[config.mk]
export PLATFORM = sky130hd
export DESIGN_NAME = snm_mag_unit
export DESIGN_NICKNAME = d
export VERILOG_FILES = /design/src/snm_pkg.sv /design/src/snm_mag_unit.sv
export SDC_FILE = /design/constraint.sdc
export NUM_CORES = 1
export LEC_CHECK = 0
export BUFFER_PORTS_ARGS = -buffer_cell sky130_fd_sc_hd__buf_4
export CAP_MARGIN = 20
export CORE_MARGIN = 4
export CORE_UTILIZATION = 49
export CTS_CLUSTER_DIAMETER = 50
export DETAILED_ROUTE_END_ITERATION = 7
export SYNTH_ARGS = -nofsm -noshare
export SYNTH_HDL_FRONTEND = slang
export SYNTH_SLANG_ARGS = --single-unit
[constraint.sdc]
create_clock -name clk -period 8.9 [get_ports clk]
set_input_delay 0.445 -clock clk [delete_from_list [all_inputs] [get_ports clk]]
set_output_delay 0.445 -clock clk [all_outputs]
set_load 0.01 [all_outputs]
[src/snm_pkg.sv]
// ----------------------------------------------------------------------------
// snm_pkg
// Shared types and constants for the Sobel non-maximum suppression block.
// ----------------------------------------------------------------------------
package snm_pkg;

    localparam int MAX_WIDTH  = 1024;
    localparam int MAX_HEIGHT = 4096;
    localparam int COL_W      = $clog2(MAX_WIDTH);
    localparam int ROW_W      = $clog2(MAX_HEIGHT);

    // register indexes on the configuration port
    localparam logic REG_WIDTH  = 1'b0;
    localparam logic REG_HEIGHT = 1'b1;

    // tan(22.5) and tan(67.5) in unsigned Q12.24
    localparam logic [35:0] TAN_LOW_Q24  = 36'd6949350;
    localparam logic [35:0] TAN_HIGH_Q24 = 36'd40503782;

    // direction sectors
    localparam logic [1:0] SEC_HORIZ = 2'd0;
    localparam logic [1:0] SEC_POS45 = 2'd1;
    localparam logic [1:0] SEC_VERT  = 2'd2;
    localparam logic [1:0] SEC_NEG45 = 2'd3;

    // one line memory word: two pixel rows, two magnitude rows, one sector
    typedef struct packed {
        logic [1:0] sec;
        logic [7:0] mag1;
        logic [7:0] mag0;
        logic [7:0] pix1;
        logic [7:0] pix0;
    } line_word_t;

    // handshake with the magnitude unit
    typedef struct packed {
        logic              start;
        logic signed [10:0] gv;
        logic signed [10:0] gh;
    } mag_req_t;

    typedef struct packed {
        logic       done;
        logic [7:0] mag;
        logic [1:0] sec;
    } mag_rsp_t;

endpackage

[src/snm_mag_unit.sv]
// ----------------------------------------------------------------------------
// snm_mag_unit
// Gradient magnitude by a bit-per-cycle square root, and direction sector.
// ----------------------------------------------------------------------------
module snm_mag_unit
    import snm_pkg::*;
(
    input  logic     clk,
    input  logic     rst_n,
    input  mag_req_t req,
    output mag_rsp_t rsp
);

    typedef enum logic [2:0] {
        P_IDLE   = 3'b001,
        P_SQUARE = 3'b010,
        P_ROOT   = 3'b100
    } phase_t;

    phase_t       phase_reg, phase_next;
    logic [2:0]   step_reg, step_next;
    logic         done_reg, done_next;
    logic [7:0]   root_reg, root_next;
    logic [9:0]   av_reg, ah_reg;
    logic         gv_zero_reg, same_sign_reg;
    logic [20:0]  sq_reg;
    logic [35:0]  lhs_reg, lo_reg, hi_reg;
    logic [9:0]   av, ah;
    logic [7:0]   trial;
    logic [15:0]  trial_sq;
    logic [1:0]   sec;

    // absolute values of the incoming gradients
    assign av = req.gv[10] ? 10'(-req.gv) : req.gv[9:0];
    assign ah = req.gh[10] ? 10'(-req.gh) : req.gh[9:0];

    // capture operands on start
    always_ff @(posedge clk)
    begin
        if (req.start)
        begin
            av_reg        <= av;
            ah_reg        <= ah;
            gv_zero_reg   <= (req.gv == 11'sd0);
            same_sign_reg <= ((req.gh > 11'sd0) == (req.gv > 11'sd0));
        end
        if (phase_reg == P_SQUARE)
        begin
            sq_reg  <= 21'(av_reg * av_reg) + 21'(ah_reg * ah_reg);
            lhs_reg <= {2'b00, ah_reg, 24'd0};
            lo_reg  <= 36'(av_reg * TAN_LOW_Q24);
            hi_reg  <= 36'(av_reg * TAN_HIGH_Q24);
        end
    end

    // one root bit per cycle
    assign trial    = root_reg | (8'd1 << step_reg);
    assign trial_sq = trial * trial;

    always_comb
    begin
        phase_next = phase_reg;
        step_next  = step_reg;
        root_next  = root_reg;
        done_next  = 1'b0;
        case (phase_reg)
            P_IDLE:
            begin
                if (req.start)
                begin
                    phase_next = P_SQUARE;
                end
            end
            P_SQUARE:
            begin
                phase_next = P_ROOT;
                step_next  = 3'd7;
                root_next  = 8'd0;
            end
            P_ROOT:
            begin
                if (21'(trial_sq) <= sq_reg)
                begin
                    root_next = trial;
                end
                step_next = step_reg - 3'd1;
                if (step_reg == 3'd0)
                begin
                    phase_next = P_IDLE;
                    done_next  = 1'b1;
                end
            end
            default:
            begin
                phase_next = P_IDLE;
            end
        endcase
    end

    always_ff @(posedge clk or negedge rst_n)
    begin
        if (!rst_n)
        begin
            phase_reg <= P_IDLE;
            step_reg  <= 3'd0;
            root_reg  <= 8'd0;
            done_reg  <= 1'b0;
        end
        else
        begin
            phase_reg <= phase_next;
            step_reg  <= step_next;
            root_reg  <= root_next;
            done_reg  <= done_next;
        end
    end

    // sector from the registered products
    always_comb
    begin
        if (gv_zero_reg)
        begin
            sec = SEC_VERT;
        end
        else if (lhs_reg <= lo_reg)
        begin
            sec = SEC_HORIZ;
        end
        else if (lhs_reg > hi_reg)
        begin
            sec = SEC_VERT;
        end
        else
        begin
            sec = same_sign_reg ? SEC_POS45 : SEC_NEG45;
        end
    end

    assign rsp.done = done_reg;
    assign rsp.mag  = (sq_reg >= 21'd65025) ? 8'd255 : root_reg;
    assign rsp.sec  = sec;

endmodule

==> flow_summary.toml <==
[routing]
routed_wl_mm = 36.6
route.top_layer_used = "met4"
met3_length_mm = 1.27
wl_met2_mm = 17.9
ant_nets = 0
viasPerCell = 5.28
wire_per_inst_um = 16.9
drt_first_iter_violations = 634
dr.pass1.iters = 5
drt-met1-wl_mm = 16.6
route.detailed.drc = 0
num_vias = 11500

[hold_path]
hp-class = "input pin to flip-flop"
min_to = "ah_reg[0]"
min_from = "req[0]"
holdPathStages = 1

[sta]
fin_setup_tns_ps = 0
setup_viol = 0
final-max-slew-violation-count = 0
rsz0062_at_grt = "no"
finClkSkew_ps = 13.3
setup_ws_ps = 1830
fin_crit_ps = 7070
worstMarginPinSlew_ps = 1060
timing.slew.headroom_pct = 29.6
fin_crit_sh_pct = 79.5
hold_viol = 0
timing.fmax_ghz = 0.141

[synthesis]
async_reset_ff_share_pct = 13.5
synth_top_area_share_pct = 24.9
syn_area_per_cell_sq_um = 9.89
yosys_warnings = 0
syn_area_sq_um = 16800
ys_seq_area_share_pct = 19.4
synth_seq_cells = 111
yosysTopAreaCell = "fa_1"
synthFlopType = "edfxtp_1"
syn_inst = 1698
synth_edf_count = 96
syn-num-nets = 2224
netlist-cell-type-count = 69
yosys-top-cells-area = "fa_1 (25%), ha_1 (22%), edfxtp_1 (17%)"

[placement]
dpl.cell_count = 2152
dp_worst_setup_slack_ps = 1800
routabilityCongestion = 0.867
portBuffers = 35
post-dp-hpwl_mm = 31.0

[die]
die_y_um = 193
rows = 67
initial_utilization_pct = 49.8
die_area_sq_um = 37300
die_w_um = 193
ios = 36
core_sq_um = 33700

[worst_setup_path]
reg2reg_slack_ps = 1830
endpoint_kind = "flip-flop"
rr_endpoint = "sq_reg[17]"
rr_worst_depth = 18
regToRegStartpoint = "av_reg[0]"
worst-endpoint-required_ps = 9030
startpoint_type = "flip-flop"
worst_ep_arrival_time_ps = 7200
path_max_fanout = 10
path_class = "flip-flop to flip-flop"

[global_routing]
grt_use_total_pct = 21.2
grt_max_degree = 76
grt_pass1_vias = 12400
grt_first_pass_wirelength_mm = 62.1
antenna_found_initial = 0
grt-ovfl-total = 0

[layout]
layout-drive-gt1-share_pct = 3.83
nets = 2242
stdcell_count = 2169
area_delta_synth_final_pct = 5.94
n_antenna_cell = 0
largest_reg_flops = 35

[cts]
cts_tree = "built"
clkLatencyLatePin_ps = 380
clock-sinks = 111
cts_made_buffers = 9
cts_setup_buffers = 0
clock_path_buffers = 2
cts_max_level = 3
post_cts_resized = 0
root_buffer = "clkbuf_16"
path_clk_slew_ps = 80
holdBufCountCts = 1

[outcome]
status = "finished, final reports clean"

[flow_run]
cap_viol_max_count = 0
## cells by family after synthesis
logic type                 after synthesis  synth area share, %
muxes                                    4                0.253
adders and majority gates              501                 46.7
DFF                                    111                 19.4
xor gates and xnor gates                92                 4.80
and+or+nand+nor                        352                 10.4
buffers and inverters                  395                 8.91
AOI/OAI and AO/OA                      243                 9.58
## Yosys cell counts, drive strengths merged (10+ instances only)
master    n
a21o     44
a21oi    70
a31oi    10
and2     37
clkbuf   29
dfrtp    14
edfxtp   96
fa      209
ha      292
inv     361
nand2    82
nand2b   16
nand3    20
nand4    15
nor2     95
nor2b    16
nor3     25
nor4     10
o21a     10
o21ai    40
xnor2    68
xor2     24
## cells in the final DEF (no fill, tap or decap), types with 16 or more instances in the layout
cell type,count
edfxtp_1,96
xor2_1,24
nand3_1,20
buf_4,38
ha_1,292
nor2_1,95
and2_1,37
nand2_1,82
xnor2_1,68
nand2b_1,16
fa_1,209
inv_1,361
o21ai_0,38
a21oi_1,69
nor3_1,25
a21o_1,44
## area by class of cell
class	instances	area (sq um)
fillers	3136	15900
multi-input cells	1192	12000
flip-flops and latches	111	3260
inverters	363	1360
well taps	448	561
repair buffers	39	295
clock buffers	11	233
clock inverters	5	33.8
## per-stage QoR
step / area (sq um) / hold WS [ps] / util, %
final: 17800 / 261 / 52.8
after global routing: 17800 / 251 / 52.8
after CTS: 17800 / 245 / 52.8
after detailed placement: 17500 / 311 / 51.9
after global placement: 17500 / 312 / 51.9
after floorplan: 16800 / 149 / -
## worst max-delay path by stage
stage / from / to / slack, ps / cells after the start
2_1_floorplan: av_reg[0] / sq_reg[17] / 2340 / 18
3_3_place_gp: av_reg[0] / sq_reg[17] / 1780 / 18
3_5_place_dp: av_reg[0] / sq_reg[17] / 1800 / 18
4_1_cts: av_reg[0] / sq_reg[17] / 1750 / 18
5_1_grt: av_reg[0] / sq_reg[18] / 1370 / 20
6_report: av_reg[0] / sq_reg[17] / 1830 / 18
## metal layers
layer / up-vias / GRT usage (%)
li1: 5627 / -
met1: 5587 / 28.0
met2: 185 / 36.6
met3: 51 / 2.90
met4: 0 / 6.10
met5: - / 0
## critical path, stage by stage, from the launching register on
cell and delay (ps):
edfxtp_1 800, clkinv_1 340, nor2_1 410, fa_1 480, ha_1 320, fa_1 530
fa_1 440, fa_1 520, fa_1 570, fa_1 420, ha_1 370, a21o_1 200
a21o_1 180, a221oi_1 390, o31ai_1 220, nor3_1 250, o21ai_0 140, a21oi_1 180
xnor2_1 80
Power is not shown: default switching activity piles up to over one toggle a cycle in this logic, so the estimate is an artifact.
